`src/rtl/core/assert_macros.svh`:
```
// assertion macros shared by the rtl
`ifndef ASSERT_MACROS_SVH
`define ASSERT_MACROS_SVH
// a property that must hold at every rising clock edge outside reset
`define TSC_ASSERT(label, clk, rst_n, prop, msg) \
  label: assert property (@(posedge clk) disable iff (!rst_n) (prop)) else $error(msg);
// an implication checked on the following clock edge
`define TSC_ASSERT_NEXT(label, clk, rst_n, ante, cons, msg) \
  label: assert property (@(posedge clk) disable iff (!rst_n) (ante) |=> (cons)) \
    else $error(msg);
`endif

```
`src/rtl/core/tsc_pkg.sv`:
```
// package of types, constants and helpers for the two slot score cache
`default_nettype none
package tsc_pkg;
  localparam int unsigned IndexBits  = 12;
  localparam int unsigned EntryCount = 1 << IndexBits;
  localparam logic signed [7:0] EmptyDepth = -8'sd2;
  localparam logic [1:0] BoundExact   = 2'd0;
  localparam logic [1:0] BoundUpper   = 2'd1;
  localparam logic [1:0] BoundLower   = 2'd2;
  localparam logic [1:0] BoundUnknown = 2'd3;
  localparam logic [30:0] MateThrReset = 31'd100000;

  typedef enum logic [2:0] {
    KindProbe  = 3'd0,
    KindRecord = 3'd1,
    KindBest   = 3'd2,
    KindDepth  = 3'd3,
    KindAlways = 3'd4,
    KindClear  = 3'd5
  } kind_e;

  localparam logic CfgMateThr = 1'b0;
  localparam logic CfgEmptyMove = 1'b1;

  typedef logic [IndexBits-1:0] index_t;

  // one slot of an entry
  typedef struct packed {
    logic [63:0]       key;
    logic signed [7:0] depth;
    logic [1:0]        bound;
    logic signed [31:0] score;
    logic [31:0]       move;
  } slot_t;

  // one command word queued between front and back
  typedef struct packed {
    logic [2:0]         kind;
    logic [63:0]        key;
    logic signed [7:0]  depth;
    logic signed [31:0] alpha;
    logic signed [31:0] beta;
    logic signed [31:0] score;
    logic [1:0]         bound;
    logic [31:0]        move;
    logic [7:0]         ply;
  } cmd_t;

  // saturate a 34-bit signed value to 32 bits
  function automatic logic signed [31:0] sat32(input logic signed [33:0] v);
    logic signed [31:0] r;
    r = v[31:0];
    if (v > 34'sh0_7FFF_FFFF) r = 32'sh7FFF_FFFF;
    else if (v < -34'sh0_8000_0000) r = 32'sh8000_0000;
    return r;
  endfunction
endpackage
`default_nettype wire

```
`src/rtl/core/tsc_front.sv`:
```
// front end: accepts words, drops unused kinds and timed-out records, holds a two-deep command queue
`default_nettype none
module tsc_front (
  input  wire logic           clk_i,
  input  wire logic           rst_ni,
  input  wire logic           in_valid,
  output logic                in_stall,
  input  wire tsc_pkg::cmd_t  in_cmd_i,
  input  wire logic           in_time_over_i,
  output logic                cmd_valid_o,
  output tsc_pkg::cmd_t       cmd_o,
  input  wire logic           cmd_pop_i
);
  tsc_pkg::cmd_t q_q [2];
  logic [1:0] cnt_q, cnt_d;
  logic push, keep;

  assign in_stall = (cnt_q == 2'd2);
  // record with time over and unused kinds leave no trace
  assign keep = (in_cmd_i.kind <= 3'(tsc_pkg::KindClear)) &&
                !(in_cmd_i.kind == 3'(tsc_pkg::KindRecord) && in_time_over_i);
  assign push = in_valid && !in_stall && keep;
  assign cmd_valid_o = (cnt_q != 2'd0);
  assign cmd_o = q_q[0];

  always_comb begin
    cnt_d = cnt_q + 2'(push) - 2'(cmd_pop_i);
  end

  always_ff @(posedge clk_i or negedge rst_ni) begin
    if (!rst_ni) cnt_q <= 2'd0;
    else cnt_q <= cnt_d;
  end

  always_ff @(posedge clk_i) begin
    if (cmd_pop_i) begin
      q_q[0] <= q_q[1];
      if (push && cnt_q == 2'd2) q_q[1] <= in_cmd_i;
      if (push && cnt_q == 2'd1) q_q[0] <= in_cmd_i;
    end else if (push) begin
      if (cnt_q == 2'd0) q_q[0] <= in_cmd_i;
      else q_q[1] <= in_cmd_i;
    end
  end

  `include "assert_macros.svh"
  `TSC_ASSERT(a_pop_nonempty, clk_i, rst_ni, !cmd_pop_i || cnt_q != 2'd0, "pop from empty queue")
  `TSC_ASSERT(a_cnt_range, clk_i, rst_ni, cnt_q != 2'd3, "queue count overflow")
  `TSC_ASSERT(a_no_push_full, clk_i, rst_ni, !(push && cnt_q == 2'd2), "push into full queue")
endmodule
`default_nettype wire

```
`config.mk`:
```
export PLATFORM = sky130hd
export DESIGN_NAME = tsc_front
export DESIGN_NICKNAME = d
export VERILOG_FILES = /design/src/rtl/core/tsc_pkg.sv /design/src/rtl/core/tsc_front.sv
export VERILOG_INCLUDE_DIRS = /design/src /design/src/rtl/core
export SDC_FILE = /design/constraint.sdc
export NUM_CORES = 1
export LEC_CHECK = 0
export BUFFER_PORTS_ARGS = -buffer_cell sky130_fd_sc_hd__buf_2
export CORE_MARGIN = 4
export CORE_UTILIZATION = 54
export DETAILED_ROUTE_END_ITERATION = 7
export GPL_TIMING_DRIVEN = 0
export PLACE_DENSITY = 0.82
export SKIP_CTS_REPAIR_TIMING = 1
export SLEW_MARGIN = 15
export SYNTH_ARGS = -nofsm -noshare
export SYNTH_HDL_FRONTEND = slang
export SYNTH_SLANG_ARGS = --single-unit
```
`constraint.sdc`:
```
create_clock -name clk_i -period 7.6 [get_ports clk_i]
set_clock_uncertainty 0.1 [all_clocks]
set_input_delay 1.14 -clock clk_i [delete_from_list [all_inputs] [get_ports clk_i]]
set_output_delay 1.14 -clock clk_i [all_outputs]
set_load 0.01 [all_outputs]
```
# [Yosys cells after proc, flatten, opt, wreduce, memory -nomap -nowiden]
# Memories as Yosys holds them, arrays and structs flattened.
# Cells that the tools add are included.
[totals] regBits=2 latch_bits=0 ram_bits=426 romBits=0 in_bits=218 output_inout_bits=215 word_cells=44 mem_count=1
[op_classes] addsub=2 mul=0 n_div=0 magnitude_cmp=1 eq_ne=3 shifts=0 n_mux=22 bitwise=3 reduce_logical=11
[memory_table] memory="q_q" depth=2 word_bits=213 read_ports=2 rd_clocked_by_memory_dff=0 write_ports=1 line_no="tsc_front.sv:14" source="tsc_pkg::cmd_t q_q [2];"
[op_table] cell="$mux 213" count=4
[op_table] cell="$reduce_or 213->1" count=1
[op_table] cell="$mux 1" count=18
[op_table] cell="$logic_and 1x1->1" count=6
[op_table] cell="$eq 3x1->1 const B" count=1
[op_table] cell="$le 3x3->1 const B" count=1
[op_table] cell="$or 1x1->1" count=3
[op_table] cell="$add 2x1->2" count=1
[op_table] cell="$eq 2x1->1 const B" count=1
[op_table] cell="$eq 2x2->1 const B" count=1
[op_table] cell="$logic_not 1->1" count=2
[op_table] cell="$logic_not 2->1" count=1
[op_table] cell="$reduce_bool 2->1" count=1
[op_table] cell="$sub 2x1->2" count=1

# [Longest topological paths before layout]
# Gate-level depths: netlist of run 1.
[depth] depth_word=12 mapped_depth=8 depth_no_buf=8

# [Worst setup path after synthesis of run 1]
# Ideal clock, no wire load.
[synth_path] path_type="input to register" from="in in_valid" to="mem q_q[0][213] (netlist name) (enable)" setup_ps=601 t_arrival_ps=6391 required_time_ps=6899 path_slack_ps=508 path_stages=3 n_path_buf=0 cell_sequence="a21boi_0 > and2_1 > and3b_1"
[synth_via] elab_chain_len=9 word_cells_on_any_way=22 classes_between="mux: 14; bitwise: 3; reduce/logical: 5"
[synth_rtl] element="from (decl)" line_no="tsc_front.sv:6" source="input wire logic in_valid,"
[synth_rtl] element="$logic_and 1x1->1 * (2 in a row)" line_no="tsc_front.sv:22" source="assign push = in_valid && !in_stall && keep;"
[synth_rtl] element="$logic_and 1x1->1, on equally long branches" line_no="tsc_front.sv:38, tsc_front.sv:39"
[synth_rtl] element="$mux 1, on equally long branches" line_no="tsc_front.sv:38, tsc_front.sv:39"
[synth_rtl] element="$mux 1" line_no="tsc_front.sv:36" source="if (cmd_pop_i) begin"
[synth_rtl] element="$mux 1, on equally long branches" line_no="tsc_front.sv:38, tsc_front.sv:39"
[synth_rtl] element="$or 1x1->1 (no source line)"
[synth_rtl] element="$reduce_or 213->1 (no source line) or $or 1x1->1 (tied branches)"
[synth_rtl] element="$mux 1 (no source line)"
[synth_rtl] element="to (decl)" line_no="tsc_front.sv:14"
# Every way passes the cells marked *; elsewhere a longest branch is shown, timed or not.

# [Final worst setup path of run 1]
[layout_path] from="in in_cmd_i[212] (netlist name)" to="mem q_q[0][279] (netlist name) (enable)"
[layout_via] elab_chain_len=12 word_cells_on_any_way=26 classes_between="order compare: 1; eq/ne: 1; mux: 14; bitwise: 3; reduce/logical: 7"
[layout_rtl] element="from (decl)" line_no="tsc_front.sv:8" source="input wire tsc_pkg::cmd_t in_cmd_i,"
[layout_rtl] element="parallel branches: the longest is 3 deep, another holds $le 3x3->1"
[layout_rtl] element="$logic_and 1x1->1 *" line_no="tsc_front.sv:20" source="assign keep = (in_cmd_i.kind <= 3'(tsc_pkg::KindClear)) &&"
[layout_rtl] element="$logic_and 1x1->1 *" line_no="tsc_front.sv:22"
[layout_rtl] element="$logic_and 1x1->1, on equally long branches" line_no="tsc_front.sv:38, tsc_front.sv:39"
[layout_rtl] element="$mux 1, on equally long branches" line_no="tsc_front.sv:38, tsc_front.sv:39"
[layout_rtl] element="$mux 1" line_no="tsc_front.sv:36"
[layout_rtl] element="$mux 1, on equally long branches" line_no="tsc_front.sv:38, tsc_front.sv:39"
[layout_rtl] element="$or 1x1->1 (no source line)"
[layout_rtl] element="$reduce_or 213->1 (no source line) or $or 1x1->1 (tied branches)"
[layout_rtl] element="$mux 1 (no source line)"
# Every way passes the cells marked *.

==> metrics.txt, run 1 <==
status finished clean; CP Capture Type flip-flop; initial antenna violation count 12; Tightest Hold Check Type input port to async pin; Final Max Slew Viols 0; TritonCTS clock tree done; Async SR Flop Fraction 0.467%; P_leak 9.16 nW; gr usage total 19.6%; Least-Margin Pin Slew 0.675 ns; CORE AREA 32600 sq um; initial core utilization 54.8%; count of state elements after synthesis 428; r2r endpoint q_q[0][279]; Final Cycle Share 40.7%; vias in the first global route 9615; sequential share of the synthesized area 71.8%; number of cells after detailed placement 1776; die area 36100 sq um; number of enable flip-flop cells after synthesis 426; Critical Path RT 7.70 ns; Total Wirelength 36900 um; Antenna Nets Post-Route 0; total CTS buffers 44; Synth warnings 0; Crit. Startpoint in_cmd_i[212]; Final min period 3.09 ns; Final Hold Viols 0; GRT Residual Overflow 0; Worst Path Class, Setup input port to flip-flop; via count 9007; Starting DRT DRC Count 377; worst skew pair latency 0.53 ns; fmax 323 MHz; Die Y 190 um; r2r worst-path depth 3; Cell Count, Final, Fillers Out 1861; Peak VDD IR 0.000227 V; # IOs 433; setup violators final 0; floorplan row count 66; Startpoint Class input port; # H-tree levels 2; main flop type after synthesis edfxtp_1; Clock transition at path regs 0.06 ns; first-pass GRT wire length 55100 um; DR pass1 iterations 4; RSZ-0062 raised after global routing false; largest area contributor in the netlist edfxtp_1; maximum number of pins on one net before global-route repair 57; Clock Sink Count 428; setup slack at placement 4.00 ns; Root Buffer clkbuf_16; CTS max path bufs 3; synthesized area 17900 sq um; drt via density 4.84; RR Startpoint cnt_q[0]; TNS Setup 0 ns; max cap viols 0; die extent in x 190 um; cell area power density 298 nW/um^2; mean area per synthesized cell 20.0 sq um; Syn Inst Count 894; top post-synthesis cells by area edfxtp_1, mux2_4, buf_4; post-synth top area share 71.5%; drt drc 0; GPL Wtd Cong 0.781; share of post-route cells with drive strength above 1 67.6%; final core utilization 68.4%; final worst slack 4.51 ns; Slew HR 55.0%; HPWL after detailed placement 26000 um; per-cell routed wire length 19.8 um; synth unique cells 20; Crit Path Max Fanout 51; worst reg2reg setup slack 5.38 ns; most frequent cell after synthesis edfxtp_1; Post-synth top cells edfxtp_1, buf_4, mux2_4; Synth Net Count 1114; nets 1600; count of buffers from port buffering 432; WP data arrival 3.19 ns; area grow syn2layout 24.7%
sequential cells by signal (all words and copies together) (netlist names):
signal	flops
q_q	426
cnt_q	2
logic make-up (layout without fill, tap and decap cells):
family	after synthesis	count (layout)	share of synthesized area, %
adders and majority gates	2	2	0.140
AOI/OAI and AO/OA	2	2	0.0840
muxes	213	213	17.0
other	0	5	0
buffers and inverters	239	759	10.6
DFF	428	428	71.8
xor gates and xnor gates	3	3	0.147
and+or+nand+nor	7	7	0.294
power by group:
group / switching [mW] / internal, mW / total [mW]
clock: 0.864 / 1.31 / 2.18
combinational: 0.615 / 0.774 / 1.39
sequential: 0.0886 / 2.99 / 3.07
total: 1.57 / 5.07 / 6.64
worst max-delay path by stage:
stage	end	slack (ns)
4_1_cts	q_q[0][359]	4.55
3_3_place_gp	q_q[0][356]	-2.21
3_5_place_dp	q_q[0][332]	4.00
6_report	q_q[0][279]	4.51
5_1_grt	q_q[0][399]	4.38
2_1_floorplan	q_q[0][213]	0.51
critical path: stages:
cell and delay [ns]:
buf_2 0.12, a21boi_0 0.30, and2_1 0.26, and3b_4 0.66
buf_16 0.31, buf_16 0.29
layout by cell type (no fill, tap or decap):
master	count
buf_2	436
edfxtp_1	426
buf_4	213
mux2_4	170
clkbuf_16	45
mux2_2	43
buf_8	11
clkbuf_1	11
buf_6	9
buf_16	7
bufinv_16	6
diode_2	5
clkinv_1	5
clkinv_2	5
xnor2_1	3
clkinv_4	3
inv_1	2
ha_1	2
inv_6	2
clkbuf_8	2
dfrtp_1	2
nor2_1	1
nand4bb_1	1
a21boi_0	1
and4b_1	1
nor2b_1	1
and2_1	1
nand2b_1	1
a21o_4	1
and3b_4	1
clkinvlp_4	1
buf_12	1
per-layer routing:
metal | part of all wire, % | GRT usage (%) | vias to the layer above
met3 | 9.3 | 7.10 | 84
met2 | 51 | 34.8 | 349
met5 | 0.26 | 0 | -
li1 | - | - | 4141
met4 | 2.7 | 6.32 | 14
met1 | 37 | 22.2 | 4419
layout make-up:
cell class / instances / area, sq um
Tap cell: 442 / 553
Clock buffer: 58 / 1190
Multi-Input combinational cell: 227 / 3170
Buffer: 237 / 1890
Inverter: 2 / 7.51
Timing Repair Buffer: 440 / 2370
Clock inverter: 22 / 275
Antenna cell: 5 / 12.5
Sequential cell: 428 / 12800
Fill cell: 2097 / 10300
metrics by stage:
step	total power, mW	hold WS [ns]	instance area (sq um)
2_1_floorplan	4.09	0.374	17900
3_3_place_gp	4.51	0.403	20600
3_5_place_dp	4.52	0.420	20800
4_1_cts	6.71	0.266	22300
5_1_grt	6.91	0.273	22300
6_report	6.64	0.291	22300
Note: power is estimated with default switching activity, not from simulation.
==> run 2, diff against run 1 <==
==> constraint.sdc (replaced) <==
create_clock -name clk_i -period 2.9 [get_ports clk_i]
set_clock_uncertainty 0.1 [all_clocks]
set_input_delay 0.435 -clock clk_i [delete_from_list [all_inputs] [get_ports clk_i]]
set_output_delay 0.435 -clock clk_i [all_outputs]
set_load 0.01 [all_outputs]
==> run 2 against run 1 <==
  * Total power grew to 2.7 times the previous value
  * Count of clock-buffer cells in the layout shrank 6
  * First-iteration DRC count rose by 37%
  * Hold slack got worse by 0.28 ns
  * Worst setup slack worse by 3.8 ns
  * Register-to-register slack worse by 4.7 ns
  * Die area stayed put
  * Clock power rose to 2.6 times the previous value
  * Routed wire length is 19% higher
  * Cell count increased by 11%
  * Core utilization rose by 6.1 points
  * Critical endpoint is now q_q[0][327]
  * Largest power group unchanged
==> metrics.txt, run 2 (synthesis gave the netlist of run 1 again) <==
status finished clean; cell area after layout 24300 sq um; Total Wirelength 43900 um; Antenna Nets Post-Route 0; setup violators final 0; Post-Place Cell Area 20800 sq um; Internal Dissipation 13.3 mW; Clock Power Share 32.2%; GPL Wtd Cong 0.791; most common cell after layout, fill and taps aside buf_2; P_leak 9.98 nW; Least-Margin Pin Slew 0.676 ns; fmax 449 MHz; via count 9997; Reg power frac 45.6%; Root Buffer clkbuf_16; cell area power density 730 nW/um^2; drt drc 0; Slew HR 54.9%; commonest non-fill, non-tap cells in the layout buf_2, edfxtp_1, buf_4, dlygate4sd3_1, mux2_4; Clock Sink Count 428; Critical Path RT 3.01 ns; switching share of total power 24.9%; per-cell routed wire length 21.3 um; area grow syn2layout 35.9%; vias in the first global route 9480; Clock transition at path regs 0.06 ns; Crit. Startpoint cnt_q[0]; share of post-route cells with drive strength above 1 59.6%; gr usage total 19.4%; Final min period 2.23 ns; max reg flops 426; CTS max path bufs 3; total CTS buffers 44; DR pass1 iterations 4; first-pass GRT wire length 54200 um; hold path startpoint in_cmd_i[100]; Starting DRT DRC Count 518; # IOs 433; final core utilization 74.5%; Reg with most FFs q_q; die extent in x 190 um; maximum number of pins on one net before global-route repair 65; max cap viols 0; CORE AREA 32600 sq um; initial antenna violation count 7; nets 1802; CP Capture Type flip-flop; total power draw 17.7 mW; Combinational Power Share 22.2%; initial core utilization 54.8%; TritonCTS clock tree done; RR Startpoint cnt_q[0]; floorplan row count 66; Tightest Hold Check Type input port to flip-flop; HPWL after detailed placement 25400 um; Final Cycle Share 76.8%; Die Y 190 um; filler cell count 1785; Worst Path Class, Setup flip-flop to flip-flop; Final Max Slew Viols 0; worst skew pair latency 0.53 ns; Crit Path Max Fanout 49; Peak VDD IR 0.000611 V; Final Hold Viols 0; count of buffers from port buffering 432; drt via density 4.85; GRT Residual Overflow 0; die area 36100 sq um; Startpoint Class flip-flop; # H-tree levels 2; WP data arrival 2.33 ns; RSZ-0062 raised after global routing false; sw power 4.42 mW; Regs by FF count q_q (426), cnt_q (2)
[run 2: power groups by stage]
stage	registers, mW	logic, mW	clock network, mW
6_report	8.09	3.94	5.71
5_1_grt	8.14	4.17	6.10
4_1_cts	8.05	3.68	5.75
3_5_place_dp	8.17	3.65	0
3_3_place_gp	8.19	3.47	0
2_1_floorplan	8.13	2.49	0
[run 2: worst paths after layout]
| kind | end | slack, ns | depth (start not counted) |
|---|---|---|---|
| max | q_q[0][327] | 0.67 | 3 |
| max reg2reg | q_q[0][327] | 0.67 | 3 |
| min in group asynchronous | cnt_q[0] | 0.16 | 2 |
| min | q_q[0][313] | 0.01 | 1 |
| min reg2reg | cnt_q[1] | 0.42 | 1 |
| max in group asynchronous | cnt_q[1] | 2.44 | 2 |
[run 2: worst max-delay path, stage by stage (launching register included)]
cell	delay, ns
dfrtp_1	0.43
and3b_4	0.66
buf_16	0.33
buf_16	0.29
[run 2: metrics by stage]
stage          instances  setup slack (ns)  TNS (ns)  hold WS [ns]
4_1_cts             1855             0.675         0        -0.436
6_report            2062             0.673         0        0.0122
3_5_place_dp        1776             0.176         0         0.131
5_1_grt             2062             0.571         0      -0.00871
2_1_floorplan        894            -0.158    -33.69        0.0394
3_3_place_gp        1768             -1.18   -385.18         0.124
[run 2: per-layer routing]
layer	global-route usage [%]	share of wire [%]	wire, um
met3	6.13	6.6	2910
met4	6.96	3.3	1460
met5	0	0.048	21
met2	34.3	54	23700
met1	22.4	36	15800
[run 2: cell type report]
cell class,instances,area [sq um],share of cell area (%)
antenna,5,12.5,0.0515
buffer,237,1890,7.76
clock buffer,52,1170,4.83
clock inverter,27,280,1.15
inverter,2,7.51,0.0309
multi-input combinational,227,3170,13.1
sequential,428,12800,52.8
tap,442,553,2.27
timing repair buffer,642,4380,18.0
==> run 3, diff against run 2 <==
==> constraint.sdc (replaced) <==
create_clock -name clk_i -period 2.2 [get_ports clk_i]
set_clock_uncertainty 0.1 [all_clocks]
set_input_delay 0.33 -clock clk_i [delete_from_list [all_inputs] [get_ports clk_i]]
set_output_delay 0.33 -clock clk_i [all_outputs]
set_load 0.01 [all_outputs]
==> run 3 against run 2 <==
  * Hold slack gained 0.024 ns
  * Die area is the same
  * Critical path depth grew 1
  * Non-clock buffer count grew 12
  * Register-to-register slack lost 0.60 ns
  * Largest power group unchanged
==> metrics.txt, run 3 (synthesis gave the netlist of run 1 again) <==
floorplan row count 66; commonest non-fill, non-tap cells in the layout buf_2, edfxtp_1, dlygate4sd3_1, buf_4, mux2_4; Tightest Hold Check Type input port to flip-flop; cell area power density 957 nW/um^2; Root Buffer clkbuf_16; Crit Path Max Fanout 64; CTS max path bufs 3; drt drc 0; maximum number of pins on one net before global-route repair 65; via count 10100; CP Capture Type flip-flop; r2r worst-path depth 4; die extent in x 190 um; area grow syn2layout 36.7%; hold path depth 2; Die Y 190 um; fmax 471 MHz; WP data arrival 2.22 ns; peak per-stage delay on the critical path 0.45 ns; Combinational Power Share 22.3%; gr usage total 19.4%; drt via density 4.84; Least-Margin Pin Slew 0.925 ns; total CTS buffers 44; Final Cycle Share 96.6%; Antenna Nets Post-Route 0; Final Hold Viols 0; initial antenna violation count 8; status finished clean; GRT Residual Overflow 0; TNS Setup 0 ns; DR pass1 iterations 4; cell area after layout 24400 sq um; max reg flops 426; CP max-delay cell dfrtp_1; nets 1815; cells along the critical path nor2_1 -> a21o_4 -> buf_16 -> buf_16; P_leak 10.0 nW; per-cell routed wire length 21.1 um; filler cell count 1766; Internal Dissipation 17.6 mW; multi-input logic area 3180 sq um; Clock Sink Count 428; initial core utilization 54.8%; Startpoint Class flip-flop; die area 36100 sq um; Total Wirelength 43800 um; Top cell by count, worst path buf_16; TritonCTS clock tree done; max cap viols 0; Reg power frac 45.6%; setup violators final 0; Worst Path Class, Setup flip-flop to flip-flop; sw power 5.83 mW; total power draw 23.4 mW; share of post-route cells with drive strength above 1 59.2%; first-pass GRT wire length 54200 um; Slew HR 38.3%; Peak VDD IR 0.000802 V; Starting DRT DRC Count 546; Critical Path RT 2.30 ns; Final min period 2.12 ns; Clock transition at path regs 0.06 ns; Post-Place Cell Area 20800 sq um; worst skew pair latency 0.53 ns; Final Max Slew Viols 0; hold_ws 0.0363 ns; count of buffers from port buffering 432; # H-tree levels 2; switching share of total power 24.9%; vias in the first global route 9480; Clock Power Share 32.2%; # IOs 433; Regs by FF count q_q (426), cnt_q (2); final core utilization 75.0%; most common cell after layout, fill and taps aside buf_2; register area 12800 sq um; CORE AREA 32600 sq um; HPWL after detailed placement 25400 um; Reg with most FFs q_q; GPL Wtd Cong 0.791
==> run 3: path summary, 6_finish.rpt <==
path	slack, ns	start	to
worst max-delay path	0.08	cnt_q[0]	q_q[0][108]
worst max register to register	0.08	cnt_q[0]	q_q[0][108]
worst min register to register	0.42	cnt_q[1]	cnt_q[1]
max in group asynchronous	1.84	rst_ni	cnt_q[1]
worst min-delay path	0.04	in_cmd_i[210]	q_q[0][210]
min in group asynchronous	0.05	rst_ni	cnt_q[0]
==> run 3: layer usage <==
| metal | GRT usage, % | share of wire (%) |
|---|---|---|
| met3 | 6.13 | 6.9 |
| met2 | 34.3 | 54 |
| met1 | 22.4 | 36 |
| met5 | 0 | 0.048 |
| met4 | 6.96 | 3.3 |
==> run 3: cell type report <==
class | count | area share, %
Sequential cell | 428 | 52.5
Clock inverter | 27 | 1.15
Buffer | 237 | 7.71
Inverter | 2 | 0.0307
Clock buffer | 52 | 4.80
Tap cell | 442 | 2.26
Multi-Input combinational cell | 228 | 13.0
Timing Repair Buffer | 654 | 18.4
Antenna cell | 6 | 0.0614
==> run 3: stage by stage <==
stage,setup slack [ns],std cells
finish,0.0752,2076
global route,-0.00680,2076
CTS,-0.0248,1855
detailed placement,-0.419,1776
global placement,-1.77,1768
floorplan,-0.753,894
==> run 3: worst max-delay path, delay by kind of cell, from the launching register on <==
family,cells,cell delay [ns]
simple gates,1,0.20
flops,1,0.45
buf+inv,2,0.61
compound gates,1,0.38
==> run 3: power by group through the flow <==
stage / registers, mW / logic, mW / clock network [mW]
finish: 10.7 / 5.21 / 7.53
global route: 10.7 / 5.51 / 8.02
CTS: 10.6 / 4.85 / 7.59
detailed placement: 10.8 / 4.81 / 0
global placement: 10.8 / 4.58 / 0
floorplan: 10.7 / 3.28 / 0
